### src/bb3_pkg.sv
// ----------------------------------------------------------------------------
// bb3_pkg: shared types and constants of the 3x3 box blur
// Payload structs, controller state, command/status bundles, reciprocals.
// ----------------------------------------------------------------------------
package bb3_pkg;

    localparam int CFG_W        = 11;
    localparam int ROW_W        = 11;
    localparam int HEIGHT_LIMIT = 1024;
    localparam int RECIP_SHIFT  = 18;
    localparam int RECIP_W      = 18;
    localparam int SUM_W        = 12;
    localparam int NUM_W        = 13;

    localparam logic REG_FRAME_WIDTH  = 1'b0;
    localparam logic REG_FRAME_HEIGHT = 1'b1;

    localparam logic [CFG_W-1:0] WIDTH_RESET  = 11'd640;
    localparam logic [CFG_W-1:0] HEIGHT_RESET = 11'd480;

    typedef struct packed {
        logic       func;
        logic [7:0] red_in;
        logic [7:0] green_in;
        logic [7:0] blue_in;
    } t_in;

    typedef struct packed {
        logic [7:0] red_out;
        logic [7:0] green_out;
        logic [7:0] blue_out;
        logic       frame_end;
    } t_out;

    typedef enum logic [1:0] {
        ST_IDLE,
        ST_READ,
        ST_SUM,
        ST_MUL
    } t_state;

    typedef struct packed {
        logic accept;
        logic rd;
        logic sum;
        logic load;
    } t_cmd;

    typedef struct packed {
        logic ignore;
        logic has_out;
        logic out_full;
    } t_sts;

    // ceil(2^18 / (2n)) for the neighbor count n
    function automatic logic [RECIP_W-1:0] recip(input logic [3:0] n);
        logic [RECIP_W-1:0] m;
        case (n)
            4'd1:    m = 18'd131072;
            4'd2:    m = 18'd65536;
            4'd3:    m = 18'd43691;
            4'd4:    m = 18'd32768;
            4'd6:    m = 18'd21846;
            4'd9:    m = 18'd14564;
            default: m = 18'd131072;
        endcase
        return m;
    endfunction

endpackage

### src/bb3_ctrl.sv
// ----------------------------------------------------------------------------
// bb3_ctrl: sequencing controller
// Steps one item through read, sum and multiply phases.
// ----------------------------------------------------------------------------
module bb3_ctrl (
    input  logic            i_clk,
    input  logic            i_rst_n,
    input  logic            i_valid,
    output logic            o_ready,
    input  bb3_pkg::t_sts   i_sts,
    output bb3_pkg::t_cmd   o_cmd
);

    bb3_pkg::t_state r_state, n_state;

    always_ff @(posedge i_clk) begin
        if (!i_rst_n) begin
            r_state <= bb3_pkg::ST_IDLE;
        end else begin
            r_state <= n_state;
        end
    end

    always_comb begin
        n_state = r_state;
        o_cmd   = '0;
        o_ready = 1'b0;
        case (r_state)
            bb3_pkg::ST_IDLE: begin
                o_ready      = 1'b1;
                o_cmd.accept = i_valid;
                if (i_valid && !i_sts.ignore) begin
                    n_state = bb3_pkg::ST_READ;
                end
            end
            bb3_pkg::ST_READ: begin
                o_cmd.rd = 1'b1;
                n_state  = bb3_pkg::ST_SUM;
            end
            bb3_pkg::ST_SUM: begin
                o_cmd.sum = 1'b1;
                n_state   = i_sts.has_out ? bb3_pkg::ST_MUL : bb3_pkg::ST_IDLE;
            end
            bb3_pkg::ST_MUL: begin
                // hold until the output register frees up
                if (!i_sts.out_full) begin
                    o_cmd.load = 1'b1;
                    n_state    = bb3_pkg::ST_IDLE;
                end
            end
            default: begin
                n_state = bb3_pkg::ST_IDLE;
            end
        endcase
    end

endmodule

### config.mk
export PLATFORM = sky130hd
export DESIGN_NAME = bb3_ctrl
export DESIGN_NICKNAME = d
export VERILOG_FILES = /design/src/bb3_pkg.sv /design/src/bb3_ctrl.sv
export SDC_FILE = /design/constraint.sdc
export NUM_CORES = 1
export LEC_CHECK = 0
export BUFFER_PORTS_ARGS = -buffer_cell sky130_fd_sc_hd__buf_2
export CORE_AREA = 2 2 39 41
export CTS_BUF_LIST = sky130_fd_sc_hd__clkbuf_8
export DETAILED_ROUTE_END_ITERATION = 7
export DIE_AREA = 0 0 41 43
export GPL_TIMING_DRIVEN = 0
export HOLD_SLACK_MARGIN = 0.03
export PLACE_DENSITY_LB_ADDON = 0.15
export SYNTH_ARGS = -nofsm -noshare
export SYNTH_HDL_FRONTEND = slang
export SYNTH_SLANG_ARGS = --single-unit
### constraint.sdc
create_clock -name i_clk -period 1.04 [get_ports i_clk]
set_clock_uncertainty 0.05 [all_clocks]
set_input_delay 0.208 -clock i_clk [delete_from_list [all_inputs] [get_ports i_clk]]
set_output_delay 0.208 -clock i_clk [all_outputs]
set_load 0.03 [all_outputs]
; Yosys cells after proc, flatten, opt, wreduce, memory -nomap -nowiden
; Index checks and enable logic that the tools add are counted.
[totals]
inputBits = 6
word_cells = 20
latch_bits = 0
rom_bits = 0
n_memories = 0
out_inout_bits = 5
reg_bits = 2
ramBits = 0
[op_classes]
magnitude_cmp = 0
div_mod_pow = 0
shift = 0
n_reduce_logical = 4
muxes = 10
n_eq_ne = 5
mul = 0
bitwise_logic = 0
add_sub_neg = 0
[op_table]
columns = op, count
row1 = 2-bit one-hot mux with 4 select lines, 1
row2 = 1-bit two-way mux, 6
row3 = 2-bit two-way mux, 3
row4 = "2-bit equality test, second input constant", 2
row5 = "2-bit != test, second input constant", 2
row6 = "2-bit by 1-bit equality test with 1-bit output, second input constant", 1
row7 = 2-bit zero test, 1
row8 = 2-bit AND reduction, 1
row9 = 1-bit logical AND, 1
row10 = 1-bit zero test, 1

; Logic depth before layout (Yosys ltp)
; Gate-level depths: netlist (run 1).
[logic_depth]
word_depth = 4
depth_mapped = 3
depth_no_buf = 3

; Least setup slack after synthesis (run 1)
; No wires, ideal clock.
[synth_timing]
kind = reg2out
start = register r_state[0]
end = output o_cmd[3] in the netlist's numbering
stages_incl_launch_ff = 3
n_path_buf = 0
setup_slack_ps = -405
t_required_ps = 782
arrival_time_ps = 1187
cell_sequence = dfxtp_1 -> nor2_1 -> and2_1
[synth_lines]
columns = element, line
row1 = start: declaration, bb3_ctrl.sv:14  ; bb3_pkg::t_state r_state, n_state;
row2 = start signal: assignment, bb3_ctrl.sv:18  ; r_state <= bb3_pkg::ST_IDLE;
row3 = start signal: assignment, bb3_ctrl.sv:20  ; r_state <= n_state;
row4 = end: declaration, bb3_ctrl.sv:11  ; output bb3_pkg::t_cmd o_cmd

==> results.cfg, run 1 <==
[run_status]
status = finished, violations left
violations = negative setup slack

[timing]
setup_viol = 5
hold_ws_ns = 0.2073
maxSlewHeadroom = 0.9076
period_share = 1.179
rsz0062_at_grt = true
fmax_mhz = 815.4
min_period_ns = 1.226
tightest_slew_ns = 0.1348
final_hold_viol_count = 0
setup_tns_ns = -0.7670
slew_violations = 0
setup_slack_ns = -0.1864

[min_path]
hold_class = primary input to flip-flop
hold_path_depth = 3
holdCritStartpoint = i_sts[2]
whs_endpoint = r_state[0]

[floorplan]
die_w_um = 41
dieArea_um2 = 1763
coreArea_um2 = 1384
fp-row-count = 14
ios = 11
start_util = 0.08590
die_h_um = 43

[worst_setup_path]
cp.arrival_ns = 0.97
cp_top_family = flip-flops
ff2ff_path_depth = 3
max_stage_delay_ns = 0.36
cp_slowest_cell = dfxtp_4
r2r_start = r_state[1]
r2r_end = r_state[1]
cp-start-kind = flip-flop
critical_path_class = flip-flop to primary output
cp_max_fo = 5
cp_num_buf_inv = 1
crit_chain = nor2_4 -> and2_4 -> buf_6
worstSetupEndpointType = primary output
critical_path_depth = 3
cp.required_ns = 0.78
r2r_slack_ns = 0.16

[final_layout]
regMostFlops = r_state
mostFrequentLayoutCell = buf_6
final_cell_mix = buf_6 (6), buf_2 (5), clkbuf_8 (3)
largest_registers = r_state x2
drive_above_1_share = 0.7419
fin_nets = 38
diodes = 0
largest_reg_flops = 2
syn_to_final_growth_pct = 169.5

[global_route]
grt_use_met2 = 0.05313
grt_pass1_wl_um = 648
grtUsageMet1 = 0.07987
grt_pass1_vias = 155
antenna_found_initial = 0
grtUsageTotal = 0.06012
grt_max_degree = 8
top_usage_layer = met1
met3_usage = 0.04712
gr-total-overflow = 0

[clock_network]
htree_levels = 1
hold_buffers = 0
cts_buffer_depth = 2
cts_made_buffers = 3
clock_latency_ns = 0.21
cts_root_buffer = clkbuf_8
cts.sink_count = 2
cts_tree = yes
clk_pin_slew_ns = 0.03

[pwr]
peakVddDrop_mv = 0.9689
powerDensity_nw_per_um2 = 1565
cellLeakagePower_nw = 0.1413

[route]
drtPass1Iterations = 2
drtIter0Drc = 1
drtAntennaViolNets = 0
drt-total-wl_um = 374
vias = 163
viasPerCell = 3.468
drc = 0
wl_per_cell_um = 7.957

[synthesis]
yosysTopAreaCell = dfxtp_1
ys_types = 13
synth_cells = 15
synth_seq_cells = 2
yosysTopAreaCellShare = 0.3368
syn-num-nets = 21
ys_warn_count = 0
syn_avg_cell_area_um2 = 7.924
syn-cell-area_um2 = 118.9
ys_top_cells_by_area = dfxtp_1 (34%), mux2i_1 (8.4%), nand4b_1 (7.4%)
ys_seq_area_frac = 0.3368

[placed_design]
portBuffers = 10
hpwl_um = 267.7
place_congestion = 0.6270

[flow_run]
maxCapViolCount = 0
[cell usage after synthesis (all sizes together)]
master,number
a21boi,1
and2,1
dfxtp,2
inv,1
mux2i,1
nand2,1
nand3b,1
nand4b,1
nor2,2
nor2b,1
nor3b,1
o21ai,2
[worst max path at each step]
stage                from  endpoint
5_1_grt        r_state[1]  o_cmd[0]
2_1_floorplan  r_state[0]  o_cmd[3]
3_5_place_dp   r_state[0]  o_cmd[0]
4_1_cts        r_state[1]  o_cmd[0]
3_3_place_gp   r_state[0]  o_cmd[0]
6_report       r_state[1]  o_cmd[3]
[report_power, final]
part	internal (mW)	total [mW]	switching (mW)	leakage [nW]
clock network	0.250	0.311	0.0614	0.0269
registers	0.0796	0.0889	0.00938	0.0178
logic	0.0535	0.101	0.0478	0.0966
total	0.383	0.501	0.119	0.141
[cell type report]
| type | instances | area [µm²] |
|---|---|---|
| sequential | 2 | 47.55 |
| clock buffer | 3 | 41.29 |
| timing repair buffer | 12 | 100.1 |
| inverter | 1 | 6.256 |
| tap | 16 | 20.02 |
| clock inverter | 1 | 3.754 |
| fill | 148 | 1064 |
| multi-input combinational | 12 | 101.3 |
[timing repair]
| action | in CTS | in global routing |
|---|---|---|
| pin swaps | 0 | 2 |
| endpoints found under the setup margin | 5 | 5 |
| buffers inserted | 0 | 2 |
| gates cloned | 0 | 0 |
| gates resized for setup | 12 | 1 |
[stage by stage]
step	utilization	cell area [µm²]	worst slack, ns	total power [mW]	instances
2_1_floorplan	-	150.1	-0.02279	0.1392	15
3_3_place_gp	0.1591	220.2	-0.006929	0.1653	41
3_5_place_dp	0.1591	220.2	-0.02108	0.1657	41
4_1_cts	0.2179	301.5	-0.1996	0.5046	45
5_1_grt	0.2315	320.3	-0.2280	0.5389	47
6_report	0.2315	320.3	-0.1864	0.5014	47
[routing by layer]
metal  vias up  routed length (µm)
li1         85                   -
met1        68                 194
met2        10                 141
met3         0                  38
met4         0                   0
met5         -                   0
[logic make-up after synthesis]
kind of cell | share of synthesized area
DFF | 0.3369
muxes | 0.08421
AOI/OAI and AO/OA | 0.1473
buffers and inverters | 0.03155
and+or+nand+nor | 0.4001
[worst min-delay path: cells and delay by family]
family	cells	cell delay, ns
AO/OA/AOI/OAI	1	0.05
AND/OR/NAND/NOR	1	0.09
buffers and inverters	1	0.07
Power figures use the tool's default switching activity.
==> run 2: changes to the inputs <==
Settings changed: BUFFER_PORTS_ARGS -buffer_cell sky130_fd_sc_hd__buf_2 to -buffer_cell sky130_fd_sc_hd__buf_4.
==> results.cfg, run 2 (synthesis gave the netlist of run 1 again) <==
[worst_setup_path]
cp.arrival_ns = 0.98
worstSetupEndpointType = primary output
cp-start-kind = flip-flop
critical_path_class = flip-flop to primary output
cp_max_fo = 7
cp.required_ns = 0.78

[min_path]
hold_class = primary input to flip-flop

[clock_network]
cts_tree = yes
cts_root_buffer = clkbuf_8
cts_made_buffers = 3
htree_levels = 1
clk_pin_slew_ns = 0.03
cts_buffer_depth = 2
clock_latency_ns = 0.21
cts.sink_count = 2

[pwr]
cellLeakagePower_nw = 0.1463
peakVddDrop_mv = 0.5562
powerDensity_nw_per_um2 = 1504

[final_layout]
fin_nets = 37
regMostFlops = r_state
nFillCells = 153
drive_above_1_share = 0.7333
diodes = 0
syn_to_final_growth_pct = 185.3
final_util = 0.2450
largest_reg_flops = 2
largest_registers = r_state x2
final_cell_mix = buf_4 (5), buf_6 (5), clkbuf_8 (3)

[timing]
final_hold_viol_count = 0
fmax_mhz = 809.3
rsz0062_at_grt = true
tightest_slew_ns = 0.1417
min_period_ns = 1.236
period_share = 1.188
setup_viol = 5
setup_slack_ns = -0.1956
hold_ws_ns = 0.2045
slew_violations = 0
maxSlewHeadroom = 0.9028

[route]
drtAntennaViolNets = 0
drc = 0
wl_per_cell_um = 8.609
viasPerCell = 3.543
drtIter0Drc = 1
drtPass1Iterations = 4
vias = 163
drt-total-wl_um = 396

[global_route]
grt_max_degree = 8
grt_pass1_wl_um = 676
grtUsageTotal = 0.06012
grt_pass1_vias = 155
antenna_found_initial = 0
gr-total-overflow = 0

[placed_design]
place_congestion = 0.6199
dp_slack_ns = 0.01919
portBuffers = 10
hpwl_um = 270.5

[run_status]
status = finished, violations left
violations = negative setup slack

[floorplan]
ios = 11
fp-row-count = 14
start_util = 0.08590
die_h_um = 43
die_w_um = 41
dieArea_um2 = 1763
coreArea_um2 = 1384

[flow_run]
maxCapViolCount = 0
run 2: cell types whose count changed in the layout (fill, tap and decap cells not counted), sizes merged:
cell and change:
buf -1
run 2: path summary, 6_finish.rpt:
check | start | to | depth (start not counted) | slack, ns
setup / recovery | r_state[0] | o_cmd[3] | 3 | -0.20
hold / removal | i_sts[2] | r_state[0] | 3 | 0.20
setup reg to reg | r_state[1] | r_state[1] | 4 | 0.03
hold reg to reg | r_state[1] | r_state[0] | 2 | 0.46
run 2: worst max-delay path, cell delays in order, from the launching register on:
cell and delay, ns:
dfxtp_4 0.37, nor2_4 0.13, and2_4 0.15, buf_6 0.12
run 2: routing by layer:
layer | routed length (µm) | track usage
met5 | 0 | 0
met4 | 0 | 0.04000
met3 | 61 | 0.05236
met2 | 164 | 0.05313
met1 | 170 | 0.08626
run 2: cell type report:
class,instances,area [µm²],share of cell area
Clock buffer,3,41.29,0.1218
Clock inverter,1,3.754,0.01107
Inverter,1,6.256,0.01845
Multi-Input combinational cell,12,106.4,0.3137
Sequential cell,2,47.55,0.1402
Tap cell,16,20.02,0.05904
Timing Repair Buffer,11,113.9,0.3358
run 2: repair_timing:
action	4_1_cts	5_1_grt
endpoints found under the hold margin	0	0
resized for setup	6	2
pin swaps	0	1
hold buffers	0	0
setup endpoints to repair	5	5
setup buffers	0	1
run 2: report_power, final:
group / leakage [nW] / switching (mW) / total (mW) / internal [mW]
combinational: 0.102 / 0.0473 / 0.104 / 0.0572
clock: 0.0269 / 0.0652 / 0.315 / 0.250
sequential: 0.0178 / 0.0106 / 0.0902 / 0.0796
total: 0.146 / 0.123 / 0.510 / 0.387
run 2: per-stage QoR:
stage	std cells	total power [mW]	area, µm²	TNS [ns]
final	46	0.5099	339.1	-0.7608
after floorplan	15	0.1392	150.1	-0.02279
after global placement	41	0.1779	245.2	0
after global routing	46	0.5444	339.1	-0.9826
after CTS	45	0.5101	310.3	-0.6959
after detailed placement	41	0.1777	245.2	0
